==> src/rtl/qpht_pkg.sv <==
// qpht_pkg: shared constants, codes and types for the quadratic probe hash table
// no dependencies; compiled first
`timescale 1ns / 1ps
`default_nettype none

package qpht_pkg;

  // payload widths
  localparam int KEY_W    = 31;
  localparam int KIND_W   = 2;
  localparam int STATUS_W = 2;
  localparam int SLOT_O_W = 3;

  // default table size
  localparam int TABLE_SLOTS_DEF = 7;

  // remainder unit: key bits consumed per cycle and number of cycles
  localparam int DIG       = 4;
  localparam int MOD_STEPS = (KEY_W + DIG - 1) / DIG;
  localparam int MOD_W     = MOD_STEPS * DIG;
  localparam int MCNT_W    = (MOD_STEPS > 1) ? $clog2(MOD_STEPS) : 1;

  // operation codes
  localparam logic [KIND_W-1:0] KIND_INSERT = 2'd0;
  localparam logic [KIND_W-1:0] KIND_DELETE = 2'd1;
  localparam logic [KIND_W-1:0] KIND_SEARCH = 2'd2;

  // result codes
  localparam logic [STATUS_W-1:0] STAT_DONE   = 2'd0;
  localparam logic [STATUS_W-1:0] STAT_FULL   = 2'd1;
  localparam logic [STATUS_W-1:0] STAT_ABSENT = 2'd2;

  typedef enum logic [1:0] {
    S_IDLE,
    S_MOD,
    S_PROBE,
    S_RESP
  } state_t;

endpackage : qpht_pkg

`default_nettype wire

==> src/rtl/qpht_if.sv <==
// qpht_in_if / qpht_out_if: valid/ready channels of the hash table
// depends on qpht_pkg for payload widths
`timescale 1ns / 1ps
`default_nettype none

interface qpht_in_if;
  logic                          valid;
  logic                          ready;
  logic [qpht_pkg::KIND_W-1:0]   kind;
  logic [qpht_pkg::KEY_W-1:0]    key;

  modport source (output valid, output kind, output key, input ready);
  modport sink   (input valid, input kind, input key, output ready);
endinterface : qpht_in_if

interface qpht_out_if;
  logic                          valid;
  logic                          ready;
  logic [qpht_pkg::STATUS_W-1:0] status;
  logic [qpht_pkg::SLOT_O_W-1:0] slot;
  logic [qpht_pkg::SLOT_O_W-1:0] home_slot;

  modport source (output valid, output status, output slot, output home_slot, input ready);
  modport sink   (input valid, input status, input slot, input home_slot, output ready);
endinterface : qpht_out_if

`default_nettype wire

==> src/rtl/quadratic_probe_hash_table_unit.sv <==
// quadratic_probe_hash_table_unit: open-addressed hash table, quadratic probing
// depends on qpht_pkg and the channel interfaces in qpht_if.sv
`timescale 1ns / 1ps
`default_nettype none

// channel   dir  payload                      notes
// in_ch     in   kind[1:0], key[30:0]         one operation per transaction
// out_ch    out  status[1:0], slot[2:0],      one result per operation,
//                home_slot[2:0]               held in an output register
//
// steps: the operation is accepted in the idle state, the remainder unit folds in 4 key
//   bits a cycle, the probe walk reads one slot a cycle and checks it against the
//   registered key memory read, and the result register is loaded last
// reset: synchronous active low; clears the used bits and the control state only
// stalls: a new transaction is taken while a result still waits; the sequencer
//   holds in the result state until the output register is free

module quadratic_probe_hash_table_unit #(
  parameter int TABLE_SLOTS = qpht_pkg::TABLE_SLOTS_DEF
) (
  input  wire        clk,
  input  wire        rst_n,
  qpht_in_if.sink    in_ch,
  qpht_out_if.source out_ch
);
  import qpht_pkg::*;

  localparam int SLOT_W = $clog2(TABLE_SLOTS);
  localparam int REM_W  = SLOT_W + 1;
  localparam int CNT_W  = $clog2(TABLE_SLOTS + 1);

  localparam logic [REM_W-1:0] N_REM = REM_W'(TABLE_SLOTS);
  localparam logic [CNT_W-1:0] N_CNT = CNT_W'(TABLE_SLOTS);
  localparam logic [CNT_W-1:0] LAST_CNT = CNT_W'(TABLE_SLOTS - 1);
  localparam logic [MCNT_W-1:0] MOD_LAST = MCNT_W'(MOD_STEPS - 1);

  // sequencer and operation registers
  state_t              state_r, state_nxt;
  logic [KIND_W-1:0]   kind_r, kind_nxt;
  logic [KEY_W-1:0]    key_r, key_nxt;
  logic [MOD_W-1:0]    key_sh_r, key_sh_nxt;
  logic [REM_W-1:0]    rem_r, rem_nxt;
  logic [MCNT_W-1:0]   mod_cnt_r, mod_cnt_nxt;

  // probe walk: slot, step increment (2i+1 mod n), probes issued
  logic [SLOT_W-1:0]   p_r, p_nxt;
  logic [SLOT_W-1:0]   d_r, d_nxt;
  logic [CNT_W-1:0]    cnt_r, cnt_nxt;

  // check stage, aligned with the registered memory read
  logic                chk_v_r, chk_v_nxt;
  logic [SLOT_W-1:0]   chk_p_r, chk_p_nxt;
  logic                chk_last_r, chk_last_nxt;

  // running result
  logic                found_r, found_nxt;
  logic [STATUS_W-1:0] res_status_r, res_status_nxt;
  logic [SLOT_W-1:0]   res_slot_r, res_slot_nxt;

  logic [TABLE_SLOTS-1:0] used_r, used_nxt;

  // output register
  logic                out_valid_r, out_valid_nxt;
  logic [STATUS_W-1:0] out_status_r, out_status_nxt;
  logic [SLOT_O_W-1:0] out_slot_r, out_slot_nxt;
  logic [SLOT_O_W-1:0] out_home_r, out_home_nxt;

  // key memory
  logic [KEY_W-1:0]    key_mem [TABLE_SLOTS];
  logic [KEY_W-1:0]    key_rd_r;
  logic                mem_we;

  // combinational helpers
  logic [REM_W-1:0]    mod_rem;
  logic [REM_W-1:0]    mod_t;
  logic [REM_W-1:0]    p_sum;
  logic [REM_W-1:0]    d_sum;
  logic                hit;
  logic [SLOT_W+SLOT_O_W-1:0] slot_ext;
  logic [SLOT_W+SLOT_O_W-1:0] home_ext;

  // remainder step: DIG bits of the key folded into rem, one compare-subtract each
  always_comb begin
    mod_t   = '0;
    mod_rem = rem_r;
    for (int j = 0; j < DIG; j++) begin
      mod_t = {mod_rem[REM_W-2:0], key_sh_r[MOD_W-1-j]};
      if (mod_t >= N_REM) begin
        mod_t = mod_t - N_REM;
      end
      mod_rem = mod_t;
    end
  end

  // next probe slot and next increment, both reduced by one subtract
  always_comb begin
    p_sum = {1'b0, p_r} + {1'b0, d_r};
    if (p_sum >= N_REM) begin
      p_sum = p_sum - N_REM;
    end
    d_sum = {1'b0, d_r} + REM_W'(2);
    if (d_sum >= N_REM) begin
      d_sum = d_sum - N_REM;
    end
  end

  assign hit      = used_r[chk_p_r] && (key_rd_r == key_r);
  assign slot_ext = {{SLOT_O_W{1'b0}}, res_slot_r};
  assign home_ext = {{SLOT_O_W{1'b0}}, rem_r[SLOT_W-1:0]};

  assign in_ch.ready      = (state_r == S_IDLE);
  assign out_ch.valid     = out_valid_r;
  assign out_ch.status    = out_status_r;
  assign out_ch.slot      = out_slot_r;
  assign out_ch.home_slot = out_home_r;

  // sequencer
  always_comb begin
    state_nxt      = state_r;
    kind_nxt       = kind_r;
    key_nxt        = key_r;
    key_sh_nxt     = key_sh_r;
    rem_nxt        = rem_r;
    mod_cnt_nxt    = mod_cnt_r;
    p_nxt          = p_r;
    d_nxt          = d_r;
    cnt_nxt        = cnt_r;
    chk_v_nxt      = chk_v_r;
    chk_p_nxt      = chk_p_r;
    chk_last_nxt   = chk_last_r;
    found_nxt      = found_r;
    res_status_nxt = res_status_r;
    res_slot_nxt   = res_slot_r;
    used_nxt       = used_r;
    out_valid_nxt  = out_valid_r;
    out_status_nxt = out_status_r;
    out_slot_nxt   = out_slot_r;
    out_home_nxt   = out_home_r;
    mem_we         = 1'b0;

    // result taken downstream
    if (out_valid_r && out_ch.ready) begin
      out_valid_nxt = 1'b0;
    end

    unique case (state_r)
      S_IDLE: begin
        if (in_ch.valid) begin
          kind_nxt    = in_ch.kind;
          key_nxt     = in_ch.key;
          key_sh_nxt  = MOD_W'(in_ch.key);
          rem_nxt     = '0;
          mod_cnt_nxt = '0;
          state_nxt   = S_MOD;
        end
      end

      S_MOD: begin
        rem_nxt     = mod_rem;
        key_sh_nxt  = key_sh_r << DIG;
        mod_cnt_nxt = mod_cnt_r + MCNT_W'(1);
        if (mod_cnt_r == MOD_LAST) begin
          // home slot known: start the probe walk at i = 0
          p_nxt          = mod_rem[SLOT_W-1:0];
          d_nxt          = SLOT_W'(1);
          cnt_nxt        = '0;
          chk_v_nxt      = 1'b0;
          found_nxt      = 1'b0;
          res_slot_nxt   = '0;
          res_status_nxt = (kind_r == KIND_INSERT) ? STAT_FULL : STAT_ABSENT;
          state_nxt      = S_PROBE;
        end
      end

      S_PROBE: begin
        // issue stage: read key memory at the current probe slot
        if (cnt_r != N_CNT) begin
          chk_v_nxt    = 1'b1;
          chk_p_nxt    = p_r;
          chk_last_nxt = (cnt_r == LAST_CNT);
          p_nxt        = p_sum[SLOT_W-1:0];
          d_nxt        = d_sum[SLOT_W-1:0];
          cnt_nxt      = cnt_r + CNT_W'(1);
        end else begin
          chk_v_nxt = 1'b0;
        end

        // check stage
        if (chk_v_r) begin
          if (chk_last_r) begin
            state_nxt = S_RESP;
          end
          if (kind_r == KIND_INSERT) begin
            if (!used_r[chk_p_r]) begin
              mem_we            = 1'b1;
              used_nxt[chk_p_r] = 1'b1;
              res_status_nxt    = STAT_DONE;
              res_slot_nxt      = chk_p_r;
              state_nxt         = S_RESP;
            end
          end else if (kind_r == KIND_DELETE) begin
            // free every matching slot, report the first
            if (hit) begin
              used_nxt[chk_p_r] = 1'b0;
              if (!found_r) begin
                found_nxt      = 1'b1;
                res_status_nxt = STAT_DONE;
                res_slot_nxt   = chk_p_r;
              end
            end
          end else if (kind_r == KIND_SEARCH) begin
            if (hit) begin
              res_status_nxt = STAT_DONE;
              res_slot_nxt   = chk_p_r;
              state_nxt      = S_RESP;
            end
          end
          // unused kind: walk the probes with no effect
        end
      end

      S_RESP: begin
        if (!out_valid_r || out_ch.ready) begin
          out_valid_nxt  = 1'b1;
          out_status_nxt = res_status_r;
          out_slot_nxt   = slot_ext[SLOT_O_W-1:0];
          out_home_nxt   = home_ext[SLOT_O_W-1:0];
          chk_v_nxt      = 1'b0;
          state_nxt      = S_IDLE;
        end
      end

      default: begin
        state_nxt = S_IDLE;
      end
    endcase
  end

  // control state
  always_ff @(posedge clk) begin
    if (!rst_n) begin
      state_r     <= S_IDLE;
      chk_v_r     <= 1'b0;
      used_r      <= '0;
      out_valid_r <= 1'b0;
      mod_cnt_r   <= '0;
      cnt_r       <= '0;
    end else begin
      state_r     <= state_nxt;
      chk_v_r     <= chk_v_nxt;
      used_r      <= used_nxt;
      out_valid_r <= out_valid_nxt;
      mod_cnt_r   <= mod_cnt_nxt;
      cnt_r       <= cnt_nxt;
    end
  end

  // payload and datapath
  always_ff @(posedge clk) begin
    kind_r       <= kind_nxt;
    key_r        <= key_nxt;
    key_sh_r     <= key_sh_nxt;
    rem_r        <= rem_nxt;
    p_r          <= p_nxt;
    d_r          <= d_nxt;
    chk_p_r      <= chk_p_nxt;
    chk_last_r   <= chk_last_nxt;
    found_r      <= found_nxt;
    res_status_r <= res_status_nxt;
    res_slot_r   <= res_slot_nxt;
    out_status_r <= out_status_nxt;
    out_slot_r   <= out_slot_nxt;
    out_home_r   <= out_home_nxt;
  end

  // key memory: one write port from the check stage, one registered read port
  always_ff @(posedge clk) begin
    if (mem_we) begin
      key_mem[chk_p_r] <= key_r;
    end
    key_rd_r <= key_mem[p_r];
  end

`ifndef SYNTHESIS
  // probe walk stays inside the table
  a_probe_range: assert property (@(posedge clk) disable iff (!rst_n)
    (state_r == S_PROBE) |-> ({1'b0, p_r} < N_REM && {1'b0, d_r} < N_REM))
    else $error("probe slot or increment out of range");

  // home slot is a proper remainder once the walk starts
  a_home_range: assert property (@(posedge clk) disable iff (!rst_n)
    (state_r == S_PROBE) |-> (rem_r < N_REM))
    else $error("home slot out of range");

  // a full or absent answer never names a slot
  a_slot_zero: assert property (@(posedge clk) disable iff (!rst_n)
    (out_valid_r && out_status_r != STAT_DONE) |-> (out_slot_r == '0))
    else $error("slot nonzero on a failed operation");

  // a new result only comes from the result state
  a_rose_resp: assert property (@(posedge clk) disable iff (!rst_n)
    $rose(out_valid_r) |-> ($past(state_r) == S_RESP))
    else $error("result raised outside the result state");

  // a successful insert leaves its slot occupied
  a_insert_used: assert property (@(posedge clk) disable iff (!rst_n)
    mem_we |=> used_r[$past(chk_p_r)])
    else $error("inserted slot not marked used");
`endif

endmodule : quadratic_probe_hash_table_unit

`default_nettype wire

==> src/flat_wrapper.sv <==
// flat-port wrapper written by rule: the top's interface ports become plain ports
module quadratic_probe_hash_table_unit_flat import qpht_pkg::*;
#(
  parameter int TABLE_SLOTS = qpht_pkg::TABLE_SLOTS_DEF
)
  (clk, rst_n, in_ch_valid, in_ch_kind, in_ch_key, in_ch_ready, out_ch_valid, out_ch_status, out_ch_slot, out_ch_home_slot, out_ch_ready);
  qpht_in_if in_ch_i ();
  qpht_out_if out_ch_i ();
  input  wire clk;
  input  wire rst_n;
  input wire logic [$bits(in_ch_i.valid)-1:0] in_ch_valid;
  input wire logic [$bits(in_ch_i.kind)-1:0] in_ch_kind;
  input wire logic [$bits(in_ch_i.key)-1:0] in_ch_key;
  output wire logic [$bits(in_ch_i.ready)-1:0] in_ch_ready;
  output wire logic [$bits(out_ch_i.valid)-1:0] out_ch_valid;
  output wire logic [$bits(out_ch_i.status)-1:0] out_ch_status;
  output wire logic [$bits(out_ch_i.slot)-1:0] out_ch_slot;
  output wire logic [$bits(out_ch_i.home_slot)-1:0] out_ch_home_slot;
  input wire logic [$bits(out_ch_i.ready)-1:0] out_ch_ready;
  assign in_ch_i.valid = in_ch_valid;
  assign in_ch_i.kind = in_ch_kind;
  assign in_ch_i.key = in_ch_key;
  assign in_ch_ready = in_ch_i.ready;
  assign out_ch_valid = out_ch_i.valid;
  assign out_ch_status = out_ch_i.status;
  assign out_ch_slot = out_ch_i.slot;
  assign out_ch_home_slot = out_ch_i.home_slot;
  assign out_ch_i.ready = out_ch_ready;
  quadratic_probe_hash_table_unit #(.TABLE_SLOTS(TABLE_SLOTS)) u_core (.clk(clk), .rst_n(rst_n), .in_ch(in_ch_i), .out_ch(out_ch_i));
endmodule
==> config.mk <==
export PLATFORM = sky130hd
export DESIGN_NAME = quadratic_probe_hash_table_unit_flat
export DESIGN_NICKNAME = d
export VERILOG_FILES = /design/src/rtl/qpht_pkg.sv /design/src/rtl/qpht_if.sv /design/src/rtl/quadratic_probe_hash_table_unit.sv /design/src/flat_wrapper.sv
export SDC_FILE = /design/constraint.sdc
export NUM_CORES = 1
export LEC_CHECK = 0
export BUFFER_PORTS_ARGS = -buffer_cell sky130_fd_sc_hd__buf_2
export CAP_MARGIN = 10
export CORE_ASPECT_RATIO = 1.2
export CORE_MARGIN = 8
export CORE_UTILIZATION = 40
export DETAILED_ROUTE_END_ITERATION = 8
export PLACE_DENSITY = 0.56
export SKIP_LAST_GASP = 1
export SYNTH_ARGS = -nofsm -noshare
export SYNTH_HDL_FRONTEND = slang
export SYNTH_SLANG_ARGS = --single-unit
==> constraint.sdc <==
create_clock -name clk -period 4 [get_ports clk]
set_input_delay 0.6 -clock clk [delete_from_list [all_inputs] [get_ports clk]]
set_output_delay 0.6 -clock clk [all_outputs]
set_load 0.05 [all_outputs]
# Word level (Yosys, flattened, before mapping)
# Memories as Yosys holds them, arrays and structs flattened. A register that Yosys moved wholly into a read port is not among the register bits.
# Index checks and enable logic that the tools add are counted.
word_totals:
  memories: 1
  inputBits: 37
  register_bits: 109
  word_cells: 164
  ramBits: 217
  output_inout_bits: 10
memory_table:
  columns: ["memory", "depth", "width", "rd", "rd_clocked_by_memory_dff", "write_ports", "line", "text"]
  rows:
  - ["u_core.key_mem", 7, 31, 1, 1, 1, "quadratic_probe_hash_table_unit.sv:69", "logic [KEY_W-1:0] key_mem [TABLE_SLOTS];"]
classes:
  eq_ne: 22
  magnitude_cmp: 8
  bitwise: 3
  add_sub_neg: 10
  reduce_logical: 22
  n_mux: 78
op_table:
  columns: ["cell", "count"]
  rows:
  - ["two-way mux 3 bit", 22]
  - ["case mux 32 bit (2 select lines)", 1]
  - ["two-way mux 2 bit", 20]
  - ["case mux 3 bit (2 select lines)", 6]
  - ["two-way mux 32 bit", 1]
  - ["== test 31 bit", 1]
  - ["two-way mux 7 bit", 4]
  - [">= comparator 4 x 3 -> 1 bit, second input constant", 6]
  - ["two-way mux 1 bit", 18]
  - ["subtractor 3 bit, second input constant", 6]
  - ["!= test 2 x 1 -> 1 bit, second input constant", 6]
  - ["case mux 2 bit (4 select lines)", 1]
  - ["AND reduction 2 bit", 4]
  - ["nonzero test 2 bit", 4]
  - ["AND 7 bit", 1]
  - ["inverter 7 bit", 1]
  - ["OR 7 bit", 1]
  - ["AND reduction 7 bit", 1]
  - ["adder 3 x 1 -> 3 bit, second input constant", 2]
  - ["== test 2 bit, second input constant", 3]
  - ["== test 3 bit, second input constant", 2]
  - ["!= test 2 bit, second input constant", 3]
  - ["!= test 3 bit, second input constant", 2]
  - ["AND reduction 3 bit", 2]
  - ["21 further kinds", 25]

# Logic depth before layout (Yosys ltp)
# Gate-level depths: netlist (run 1).
logic_depth:
  depth_word: 10
  ltp_mapped: 18
  ltp_nobuf: 18

# Worst setup path before layout (run 1)
# OpenSTA, ideal clock, no wires.
synth_path:
  path_kind: "reg2reg"
  startpoint: "register u_core.chk_p_r[1]"
  endpoint: "memory u_core.key_mem[0][0] (enable)"
  setup_ns: 0.460
  path_slack_ns: -0.188
  t_arrival_ns: 3.728
  required_ns: 3.540
  n_path_buf: 1
  path_stages_with_launch: 7
  path_cell_list: "edfxtp_1 -> buf_6 -> mux4_2 -> mux2_4 -> nor3b_2 -> nand2b_1 -> nor3_1"
synth_between:
  elab_chain_cells: 8
synth_rtl:
  columns: ["element", "line", "text"]
  rows:
  - ["start: declaration", "quadratic_probe_hash_table_unit.sv:52", "logic [SLOT_W-1:0] chk_p_r, chk_p_nxt;"]
  - ["start signal: assignment", "quadratic_probe_hash_table_unit.sv:266", "chk_p_r <= chk_p_nxt;"]
  - ["binary-select mux 1 bit (select 3 bit)", "quadratic_probe_hash_table_unit.sv:194", "if (!used_r[chk_p_r]) begin"]
  - ["two-way mux 1 bit (implied by the code)", "quadratic_probe_hash_table_unit.sv:194", null]
  - ["two-way mux 1 bit", "quadratic_probe_hash_table_unit.sv:194", null]
  - ["two-way mux 1 bit", "quadratic_probe_hash_table_unit.sv:193", "if (kind_r == KIND_INSERT) begin"]
  - ["two-way mux 1 bit", "quadratic_probe_hash_table_unit.sv:189", "if (chk_v_r) begin"]
  - ["two-way mux 1 bit", "quadratic_probe_hash_table_unit.sv:146", "unique case (state_r)"]
  - ["two-way mux 1 bit", "quadratic_probe_hash_table_unit.sv:278", "if (mem_we) begin"]
  - ["two-way mux 1 bit (implied by the code)", "quadratic_probe_hash_table_unit.sv:279", "key_mem[chk_p_r] <= key_r;"]
  - ["end: declaration", "quadratic_probe_hash_table_unit.sv:69", null]
# Several ways; a longest one is shown, not always the timed one. The select of a mux whose other input is x is not followed.

# Worst setup path in the final report (run 1)
layout_path:
  startpoint: "register u_core.rem_r[0]"
  endpoint: "register u_core.p_r[1], data pin"
layout_between:
  elab_chain_cells: 10
  elab_cells_between_ends: 14
layout_rtl:
  columns: ["element", "line", "text"]
  rows:
  - ["start: declaration", "quadratic_probe_hash_table_unit.sv:42", "logic [REM_W-1:0] rem_r, rem_nxt;"]
  - ["start signal: assignment", "quadratic_probe_hash_table_unit.sv:263", "rem_r <= rem_nxt;"]
  - [">= comparator 4 x 3 -> 1 bit or subtractor 3 bit (tied branches)", "quadratic_probe_hash_table_unit.sv:88, quadratic_probe_hash_table_unit.sv:89", null]
  - ["two-way mux 3 bit (*)", "quadratic_probe_hash_table_unit.sv:88", "if (mod_t >= N_REM) begin"]
  - [">= comparator 4 x 3 -> 1 bit or subtractor 3 bit (tied branches)", "quadratic_probe_hash_table_unit.sv:88, quadratic_probe_hash_table_unit.sv:89", null]
  - ["two-way mux 3 bit (*)", "quadratic_probe_hash_table_unit.sv:88", null]
  - [">= comparator 4 x 3 -> 1 bit or subtractor 3 bit (tied branches)", "quadratic_probe_hash_table_unit.sv:88, quadratic_probe_hash_table_unit.sv:89", null]
  - ["two-way mux 3 bit (*)", "quadratic_probe_hash_table_unit.sv:88", null]
  - [">= comparator 4 x 3 -> 1 bit or subtractor 3 bit (tied branches)", "quadratic_probe_hash_table_unit.sv:88, quadratic_probe_hash_table_unit.sv:89", null]
  - ["two-way mux 3 bit (*)", "quadratic_probe_hash_table_unit.sv:88", null]
  - ["two-way mux 3 bit (*)", "quadratic_probe_hash_table_unit.sv:162", "if (mod_cnt_r == MOD_LAST) begin"]
  - ["case mux 3 bit (2 select lines) (*)", "quadratic_probe_hash_table_unit.sv:146", null]
  - ["named net u_core.p_nxt[1]", "quadratic_probe_hash_table_unit.sv:46", "logic [SLOT_W-1:0] p_r, p_nxt;"]
  - ["end signal: assignment", "quadratic_probe_hash_table_unit.sv:264", "p_r <= p_nxt;"]
  - ["end: declaration", "quadratic_probe_hash_table_unit.sv:46", null]
# Mark *: on every way through the listed nets, which the timed path passes. The rest lies on a longest branch. The select of a mux whose other input is x is not followed.
# A chain may end at the register's enable or synchronous reset.

==> key figures, run 1 <==
Logic synthesis
  • Area share of fa/ha/maj cells after synthesis: 1.95%
  • Most frequent cells after synthesis: 309 x edfxtp_1, 59 x mux2_2, 51 x nand2_1
  • Mux cell area share after synthesis: 12.6%
  • Post-Syn Nets: 890
  • FFs w/ async S/R, synth: 0%
  • Post-synth cell types: 66
  • Synth Instances: 832
  • Post-synthesis xor/xnor area fraction: 2.15%
  • Ys flop type: edfxtp_1
  • Synth Area in Compound Gates: 4.91%
  • Post-synth EDFFs: 309
  • Sequential fraction of the synthesis area: 71.9%
  • Mapped Area: 0.0142 sq mm
  • Synth area leader: edfxtp_1
  • Most common cell in the netlist: edfxtp_1
  • Synth Area per Inst: 17.1 sq um
  • #FFs+latches synth: 357
  • Largest cells by area after synthesis: edfxtp_1 65%, dfxtp_1 6.7%, mux4_2 5.1%, mux2_2 4.7%, mux2i_1 2.7%
  • Yosys top cell area share: 65.1%
  • Post-synthesis simple-gate area fraction: 5.04%
  • Largest family of logic cells by synthesized area: multiplexers
  • Yosys warns: 0

Setup path
  • R2r worst-path depth: 17
  • Startpoint types: flip-flop
  • CP startpoint: u_core.rem_r[0]
  • Reg2reg end: u_core.p_r[1]
  • CP endpoint kind: flip-flop
  • CP max stage delay: 0.40 ns
  • R2r setup slk: 0.23 ns
  • Crit path max-delay family: compound AO/OA/AOI/OAI gates
  • FF-to-FF Start: u_core.rem_r[0]
  • Crit path DAT: 4.04 ns
  • Worst endpoint required time: 4.27 ns
  • Worst-path maximum fanout: 7
  • CP most frequent cell: ha_1
  • Crit path to: u_core.p_r[1]
  • Crit path cell chain: ha_1 > a21oi_2 > xnor2_1 > ha_1 > a21o_1 > a211oi_2 > o211ai_2 > ha_1 > inv_2 > nand2_1 > mux2_2 > o311ai_4 > ha_4 > a21oi_1 > o32ai_4 > nor3b_1 > o31a_1
  • CP max stage cell: edfxtp_1
  • Bufs and invs on worst path: 1
  • Stages on worst setup path: 17
  • Critical path type: reg2reg

CTS
  • CTS clk-pin slew, worst paths: 0.06 ns
  • CTS Hold Buffers Added: 0
  • Sink Count: 357
  • H-tree depth: 2
  • Clk_lat worst skew: 0.53 ns
  • CTS tree: done
  • CTS Buf Count: 37
  • Root Driver: clkbuf_16
  • Longest Clk Path Bufs: 3

Timing
  • Tightest Pin Transition: 1.03 ns
  • Tcrit/Tclk final: 94.3%
  • Relative slew slack: 31.1%
  • Hold slack: 0.251 ns
  • Final setup fails: 0
  • Final Hold Vio Count: 0
  • Unrepaired setup endpoints after global routing: false
  • Final Critical Period: 3.77 ns
  • Worst Skew: 0.0206 ns
  • Fmax: 0.265 GHz
  • Max-slew violations: 0

Drt
  • Final ANT Viol Nets: 0
  • Routed WL per cell: 20.7 um
  • # DRC: 0
  • Initial drt markers: 388
  • Routed vias/inst: 5.10
  • WL final: 29,000 um
  • Drt pass-1 iters: 5
  • Vias: 7,157

Global route
  • Grt total ovfl: 0
  • GRT Total Usage: 13.9%
  • Pin count of the biggest net entering global routing: 95
  • First-pass GRT wire length: 44,700 um
  • Vias in the first global route: 7,431
  • Initial antenna violation count: 1

Placed design
  • DP HPWL: 17,200 um
  • Placed Area: 0.0152 sq mm
  • Number of buffers inserted by port buffering: 46
  • GPL Wtd Cong: 0.734

Floorplanning
  • # IOs: 47
  • Die Area: 0.0419 sq mm
  • Die width: 188 um
  • Total core area: 0.0350 sq mm
  • Initial Utilization: 40.7%
  • # rows: 75
  • Die Y: 223 um

Run
  • Max_cap viols: 0

Power
  • Peak supply drop: 917 uV
  • Static leakage: 5.71 nW
  • Total Power: 12.6 mW
  • Pwr dens: 764 mW/mm^2

Outcome
  • Status: completed

Min path
  • Min-delay src: in_ch_kind[1]
  • Min-Delay Path Class: in2reg

Layout
  • Share of layout cells above drive strength 1: 26.1%
  • Final nets: 968
  • Area added between synthesis and finish: 15.7%
  • Post-route cell area: 0.0165 sq mm
how the worst min path moves through the flow:
| stage | end | depth (start not counted) | slack [ns] |
|---|---|---|---|
| after floorplan | u_core.out_ch.slot[0] | 0 | 0.40 |
| after global placement | u_core.out_ch.slot[1] | 0 | 0.42 |
| after detailed placement | u_core.out_ch.slot[1] | 0 | 0.42 |
| after CTS | u_core.kind_r[1] | 1 | 0.23 |
| after global routing | u_core.kind_r[1] | 1 | 0.24 |
| final | u_core.kind_r[1] | 1 | 0.25 |
cell families after synthesis:
kind of cell	count (synthesis)
flops	357
simple gates	136
mux	131
compound gates	101
buf+inv	51
xor+xnor	35
fa+ha+maj	21
repair_timing:
action | 4_1_cts | 5_1_grt
pin swaps | 0 | 3
resized for setup | 2 | 2
endpoints found under the setup margin | 1 | 5
setup buffers | 0 | 2
endpoints found under the hold margin | 0 | 0
cell usage in the layout (no fill, tap or decap), types with 4 or more instances in the layout:
cell       count
mux2i_1       39
mux2_2        59
nor2b_1       11
buf_2         46
a21oi_1       10
nor4_1         8
buf_4         20
a21o_1         4
dfxtp_1       48
nand2b_1       7
nor2_1        13
o21a_1         7
xor2_1        33
o21ai_0       45
bufinv_16      5
edfxtp_1     309
ha_1          17
nand4_1        4
clkinv_2       8
clkinv_1       6
mux4_2        32
buf_12         5
inv_1         17
nand2_1       51
clkbuf_1       6
clkbuf_16     39
and2_1        10
nor3_1         7
registers in the layout, summed over array words and instances (netlist names), 3 cells and up, named ones only:
name / cells
u_core.key_mem: 217
u_core.key_sh_r: 32
u_core.key_r: 31
u_core.key_rd_r: 31
u_core.chk_p_r: 3
u_core.cnt_r: 3
u_core.d_r: 3
u_core.mod_cnt_r: 3
u_core.out_ch.home_slot: 3
u_core.out_ch.slot: 3
u_core.p_r: 3
u_core.rem_r: 3
u_core.res_slot_r: 3
layer usage:
| layer | wire length, um | part of all wire [%] | up-vias | global-route usage [%] |
|---|---|---|---|---|
| met5 | 10 | 0.034 | - | 0 |
| met4 | 474 | 1.6 | 2 | 3.38 |
| met3 | 1050 | 3.6 | 37 | 2.57 |
| met2 | 14400 | 50 | 113 | 23.9 |
| met1 | 13100 | 45 | 3628 | 17.9 |
| li1 | - | - | 3377 | - |
through the flow:
step	std cells	utilization (%)	worst slack [ns]	setup TNS [ns]
4_1_cts	1399	47.0	0.0660	0
3_5_place_dp	1331	43.4	-0.0534	-0.0534
2_1_floorplan	832	-	0.0313	0
3_3_place_gp	1331	43.4	0.0689	0
6_report	1402	47.1	0.230	0
5_1_grt	1401	47.1	0.0181	0
worst reg2reg max path, delay by kind of cell, from the launching register on:
kind | cells | cell delay, ns
AOI/OAI and AO/OA | 8 | 1.60
xor gates and xnor gates | 1 | 0.08
adders and majority gates | 4 | 0.93
buffers and inverters | 1 | 0.09
DFF | 1 | 0.40
muxes | 1 | 0.29
and+or+nand+nor | 2 | 0.14
power by group:
part,switching [mW],internal (mW)
clock,1.38,2.14
combinational,2.09,1.69
sequential,0.372,4.90
final cells by class:
cell class	count	area [sq um]
Antenna cell	1	2.50
Clock buffer	47	1030
Clock inverter	21	234
Fill cell	2957	18500
Inverter	19	71.3
Multi-Input combinational cell	424	3850
Sequential cell	357	10200
Tap cell	462	578
Timing Repair Buffer	71	480
(Power assumes the default switching activity.)
==> run 2, diff against run 1 <==
--- a/config.mk
+++ b/config.mk
@@ -5,6 +5,7 @@
 export SDC_FILE = /design/constraint.sdc
 export NUM_CORES = 1
 export LEC_CHECK = 0
+export ABC_AREA = 1
 export BUFFER_PORTS_ARGS = -buffer_cell sky130_fd_sc_hd__buf_2
 export CAP_MARGIN = 10
 export CORE_ASPECT_RATIO = 1.2
==> constraint.sdc (replaced) <==
create_clock -name clk -period 3.1 [get_ports clk]
set_input_delay 0.465 -clock clk [delete_from_list [all_inputs] [get_ports clk]]
set_output_delay 0.465 -clock clk [all_outputs]
set_load 0.05 [all_outputs]
==> key figures, run 2 <==
Logic synthesis
  • Synth Area per Inst: 12.2 sq um
  • Synth area leader: edfxtp_1
  • Most frequent cells after synthesis: 309 x edfxtp_1, 258 x nand2_1, 96 x nor2_1
  • Synth Instances: 1,163
  • Yosys top cell area share: 65.3%
  • Ys flop type: edfxtp_1
  • Post-synth cell types: 41
  • Most common cell in the netlist: edfxtp_1
  • Post-Syn Nets: 1,221
  • #FFs+latches synth: 357
  • Post-synth EDFFs: 309
  • Largest cells by area after synthesis: edfxtp_1 65%, nand2_1 6.8%, dfxtp_1 6.8%, a21oi_1 3.0%, o21ai_0 2.9%
  • Yosys warns: 0
  • Mapped Area: 0.0142 sq mm
  • Sequential fraction of the synthesis area: 72.1%
  • FFs w/ async S/R, synth: 0%

Layout
  • Share of layout cells above drive strength 1: 13.0%
  • Area added between synthesis and finish: 15.9%
  • Biggest register: u_core.key_mem
  • Commonest non-fill, non-tap cell in the layout: edfxtp_1
  • N_diodes: 0
  • Top flop regs: u_core.key_mem x217, u_core.key_sh_r x32
  • Fillers: 3,119
  • Commonest cells after routing, fill and taps aside: 309 x edfxtp_1, 256 x nand2_1, 93 x nor2_1, 85 x a21oi_1, 81 x o21ai_0
  • Final nets: 1,282
  • Post-route cell area: 0.0165 sq mm
  • Max reg flops: 217

Global route
  • Initial antenna violation count: 1
  • GRT Total Usage: 15.0%
  • First-pass GRT wire length: 49,400 um
  • Grt total ovfl: 0
  • Vias in the first global route: 8,797
  • Pin count of the biggest net entering global routing: 72

Setup path
  • Worst-path maximum fanout: 5
  • CP endpoint kind: flip-flop
  • CP max stage delay: 0.41 ns
  • Crit path DAT: 3.13 ns
  • Worst endpoint required time: 3.37 ns
  • CP max stage cell: edfxtp_1
  • Critical path type: reg2reg
  • Startpoint types: flip-flop
  • Crit path cell chain: ha_2 > nand2_2 > nand2_1 > nand2_1 > nand2_1 > inv_1 > ha_4 > nand3_4 > nand2_2 > nand2_1 > nand2_1 > inv_1 > ha_1 > nand3_2 > nand2_1 > nand2_1 > nand2_1 > inv_1 > ha_4 > nand3_2 > nand2_1 > nand2_1 > nand2_1 > nor2_1
  • CP most frequent cell: nand2_1

Timing
  • Final Hold Vio Count: 0
  • Max-slew violations: 0
  • Tightest Pin Transition: 0.805 ns
  • Relative slew slack: 46.3%
  • Fmax: 0.349 GHz
  • Worst Skew: 0.0164 ns
  • Final Critical Period: 2.87 ns
  • Tcrit/Tclk final: 92.5%
  • Final setup fails: 0
  • Setup ws final: 0.233 ns

Power
  • NetSw: 5.38 mW
  • Int Power: 10.6 mW
  • Peak supply drop: 550 uV
  • Comb pwr share: 29.5%
  • Sw Ratio: 33.7%
  • Sequential power share: 42.3%
  • Static leakage: 5.91 nW
  • Pwr dens: 971 mW/mm^2
  • Clock share of power: 28.2%

Floorplanning
  • # rows: 75
  • Die width: 188 um
  • Die Area: 0.0418 sq mm
  • # IOs: 47
  • Total core area: 0.0350 sq mm
  • Initial Utilization: 40.6%
  • Die Y: 222 um

Drt
  • Drt pass-1 iters: 5
  • Routed vias/inst: 5.03
  • Routed WL per cell: 18.4 um
  • Vias: 8,622
  • Initial drt markers: 555
  • Final ANT Viol Nets: 0
  • # DRC: 0
  • WL final: 31,500 um

Placed design
  • Number of buffers inserted by port buffering: 46
  • GPL Wtd Cong: 0.792
  • Placed Area: 0.0151 sq mm
  • Place WS: 0.164 ns
  • DP HPWL: 18,400 um

Run
  • Max_cap viols: 0

CTS
  • Clk_lat worst skew: 0.53 ns
  • H-tree depth: 2
  • CTS clk-pin slew, worst paths: 0.06 ns
  • Root Driver: clkbuf_16
  • CTS tree: done
  • Sink Count: 357
  • CTS Buf Count: 37
  • Longest Clk Path Bufs: 3
  • CTS Hold Buffers Added: 0

Min path
  • Min-Delay Path Class: in2reg

Outcome
  • Status: completed
-- run 2: cell count changes in the layout (fill, tap and decap cells not counted), sizes merged, moves of 31 or more --
| cell | change |
|---|---|
| nand2 | +210 |
| nor2 | +81 |
| a21oi | +75 |
| o21ai | +62 |
| mux2 | -60 |
| mux2i | -39 |
| inv | +38 |
| mux4 | -32 |
| o22ai | +31 |
| xor2 | -31 |
-- run 2: cells by family after synthesis --
group,share of synthesized area [%]
compound gates,8.87
fa+ha+maj,1.96
buf+inv,3.23
xor+xnor,2.03
simple gates,11.8
flops,72.1
-- run 2: final timing paths --
check | slack [ns] | cells past startpoint | endpoint | startpoint
min | 0.11 | 1 | u_core.kind_r[1] | in_ch_kind[1]
max reg2reg | 0.23 | 24 | u_core.rem_r[0] | u_core.rem_r[0]
max | 0.23 | 24 | u_core.rem_r[0] | u_core.rem_r[0]
min reg2reg | 0.42 | 0 | u_core.out_ch.slot[1] | u_core.res_slot_r[1]
-- run 2: power by group through the flow --
stage	sequential (mW)	clock [mW]	combinational, mW
3_3_place_gp	6.84	0	4.55
4_1_cts	6.76	4.63	4.67
3_5_place_dp	6.85	0	4.65
5_1_grt	6.85	4.79	5.36
6_report	6.76	4.51	4.72
2_1_floorplan	6.73	0	3.34
-- run 2: stage by stage --
step	hold WS, ns	util, %	cells	power [mW]	setup TNS, ns
2_1_floorplan	0.400	-	1163	10.1	-8.97
3_3_place_gp	0.406	43.3	1644	11.4	0
3_5_place_dp	0.405	43.3	1644	11.5	0
4_1_cts	0.0855	46.8	1711	16.1	0
5_1_grt	0.0957	47.0	1714	17.0	-0.0816
6_report	0.114	47.0	1714	16.0	0
-- run 2: worst max-delay path, delay by kind of cell (launching register included) --
kind,cells,cell delay (ns)
flip-flops,1,0.41
buffers and inverters,3,0.24
AND/OR/NAND/NOR,17,1.24
adder cells (fa/ha/maj),4,0.72
-- run 2: what timing repair did --
item                                    4_1_cts  5_1_grt
setup buffers                                 0        3
endpoints found under the setup margin        0        6
resized for setup                             0        8
-- run 2: area by class of cell --
| type | instances | area [sq um] | share of cell area, % |
|---|---|---|---|
| clock buffers | 56 | 1120 | 6.80 |
| clock inverters | 11 | 130 | 0.791 |
| inverters | 57 | 214 | 1.30 |
| multi-input cells | 695 | 3610 | 21.9 |
| flip-flops and latches | 357 | 10200 | 62.2 |
| well taps | 462 | 578 | 3.51 |
| repair buffers | 76 | 568 | 3.45 |
-- run 2: per-layer routing --
layer	share of wire, %	global-route usage, %	vias up
met4	1.8	4.33	2
met2	50	25.9	168
met5	0.032	0	-
li1	-	-	4196
met3	5.0	3.04	46
met1	43	18.6	4210
==> run 3, diff against run 2 <==
--- a/config.mk
+++ b/config.mk
@@ -13,6 +13,7 @@
 export CORE_UTILIZATION = 40
 export DETAILED_ROUTE_END_ITERATION = 8
 export PLACE_DENSITY = 0.56
+export SETUP_SLACK_MARGIN = 0.4
 export SKIP_LAST_GASP = 1
 export SYNTH_ARGS = -nofsm -noshare
 export SYNTH_HDL_FRONTEND = slang
==> key figures, run 3 (synthesis results as in run 2) <==
Outcome
  • Status: completed

Setup path
  • Crit path DAT: 2.90 ns
  • CP max stage cell: edfxtp_1
  • CP max stage delay: 0.40 ns
  • Crit path cell chain: ha_2 > nand2_4 > nand2_4 > nand2_2 > nand2_2 > inv_2 > ha_4 > nand3_4 > nand2_2 > nand2_2 > nand2_2 > inv_2 > ha_4 > nand3_4 > nand2_4 > nand2_2 > nand2_2 > inv_2 > ha_4 > nand3_4 > nand2_4 > nand2_2 > nand3_1 > nand2_1
  • Startpoint types: flip-flop
  • Worst-path maximum fanout: 4
  • CP endpoint kind: flip-flop
  • Critical path type: reg2reg
  • Worst endpoint required time: 3.37 ns
  • CP most frequent cell: nand2_2

Layout
  • Max reg flops: 217
  • Commonest cells after routing, fill and taps aside: 309 x edfxtp_1, 245 x nand2_1, 91 x nor2_1, 85 x a21oi_1, 81 x o21ai_0
  • Core Util, Final: 47.3%
  • Biggest register: u_core.key_mem
  • Final nets: 1,288
  • Commonest non-fill, non-tap cell in the layout: edfxtp_1
  • Area added between synthesis and finish: 16.6%
  • Top flop regs: u_core.key_mem x217, u_core.key_sh_r x32
  • Fillers: 3,080
  • N_diodes: 0
  • Share of layout cells above drive strength 1: 14.9%

Global route
  • Met2 usage: 25.6%
  • Grt total ovfl: 0
  • M3 GR Usage: 2.70%
  • Initial antenna violation count: 0
  • M1 GR Usage: 18.5%
  • Grt peak-use layer: met2
  • First-pass GRT wire length: 48,700 um
  • GRT Total Usage: 14.9%
  • Vias in the first global route: 8,672
  • Pin count of the biggest net entering global routing: 94

Timing
  • Final Critical Period: 2.62 ns
  • Fmax: 0.381 GHz
  • Unrepaired setup endpoints after global routing: true
  • Final Hold Vio Count: 0
  • Tightest Pin Transition: 0.787 ns
  • Tcrit/Tclk final: 84.7%
  • Max-slew violations: 0
  • Final setup fails: 0
  • Setup ws final: 0.475 ns
  • Relative slew slack: 47.5%
  • Worst Skew: 0.0163 ns

Drt
  • Final ANT Viol Nets: 0
  • WL final: 31,600 um
  • Routed WL per cell: 18.4 um
  • Routed vias/inst: 5.07
  • Vias: 8,724
  • Initial drt markers: 568
  • Drt pass-1 iters: 5
  • # DRC: 0

Power
  • Total Power: 16.0 mW
  • Static leakage: 5.93 nW
  • Peak supply drop: 968 uV
  • Pwr dens: 969 mW/mm^2

Placed design
  • Place WS: 0.136 ns
  • GPL Wtd Cong: 0.790
  • Number of buffers inserted by port buffering: 46
  • DP HPWL: 17,300 um

Min path
  • Min-Delay Path Class: in2reg

Floorplanning
  • Total core area: 0.0350 sq mm
  • # rows: 75
  • Die Y: 222 um
  • Die width: 188 um
  • # IOs: 47
  • Die Area: 0.0418 sq mm
  • Initial Utilization: 40.6%

CTS
  • Longest Clk Path Bufs: 3
  • Root Driver: clkbuf_16
  • Sink Count: 357
  • H-tree depth: 2
  • CTS clk-pin slew, worst paths: 0.06 ns
  • Clk_lat worst skew: 0.52 ns
  • CTS Buf Count: 36
  • CTS tree: done

Run
  • Max_cap viols: 0
-- run 3: final cells by class --
type	instances	area (sq um)	share of cell area, %
Timing Repair Buffer	83	649	3.92
Clock inverter	15	131	0.793
Multi-Input combinational cell	695	3700	22.3
Inverter	57	214	1.29
Clock buffer	51	1050	6.34
Sequential cell	357	10200	61.8
Tap cell	462	578	3.49
-- run 3: critical path, delay by kind of cell (launching register included) --
kind	cells	cell delay [ns]
AND/OR/NAND/NOR	17	1.15
adder cells (fa/ha/maj)	4	0.66
flip-flops	1	0.40
buffers and inverters	3	0.16
-- run 3: power breakdown --
| group | total, mW | switching [mW] | internal (mW) |
|---|---|---|---|
| combinational | 4.98 | 3.25 | 1.73 |
| clock | 4.29 | 1.75 | 2.54 |
| sequential | 6.78 | 0.498 | 6.28 |
-- run 3: layer usage --
metal / vias to the layer above / part of all wire, % / wire length (um)
met5: - / 0 / 0
met4: 0 / 2.6 / 835
met3: 57 / 4.3 / 1360
met2: 189 / 49 / 15600
met1: 4261 / 44 / 13800
li1: 4217 / - / -
-- run 3: worst paths after layout --
path              cells after the start  slack, ns              startpoint                 endpoint
hold reg to reg                       0       0.42  u_core.res_status_r[1]  u_core.out_ch.status[1]
setup reg to reg                     24       0.48         u_core.rem_r[0]            u_core.p_r[1]
setup / recovery                     24       0.48         u_core.rem_r[0]            u_core.p_r[1]
hold / removal                        1       0.13           in_ch_kind[1]         u_core.kind_r[1]
-- run 3: repair_timing --
| action | 4_1_cts | 5_1_grt |
|---|---|---|
| endpoints found under the hold margin | 0 | 0 |
| hold buffers | 0 | 0 |
| pin swaps | 8 | 9 |
| endpoints found under the setup margin | 25 | 112 |
| resized for setup | 8 | 27 |
| buffers inserted | 7 | 8 |
-- run 3: per-stage QoR --
stage	hold slack, ns	cells	cell area [sq um]	setup TNS [ns]
after global routing	0.106	1720	16600	0
after detailed placement	0.405	1639	15100	0
final	0.128	1720	16600	0
after CTS	0.104	1712	16400	0
after floorplan	0.400	1163	14200	-8.97
after global placement	0.406	1639	15100	0
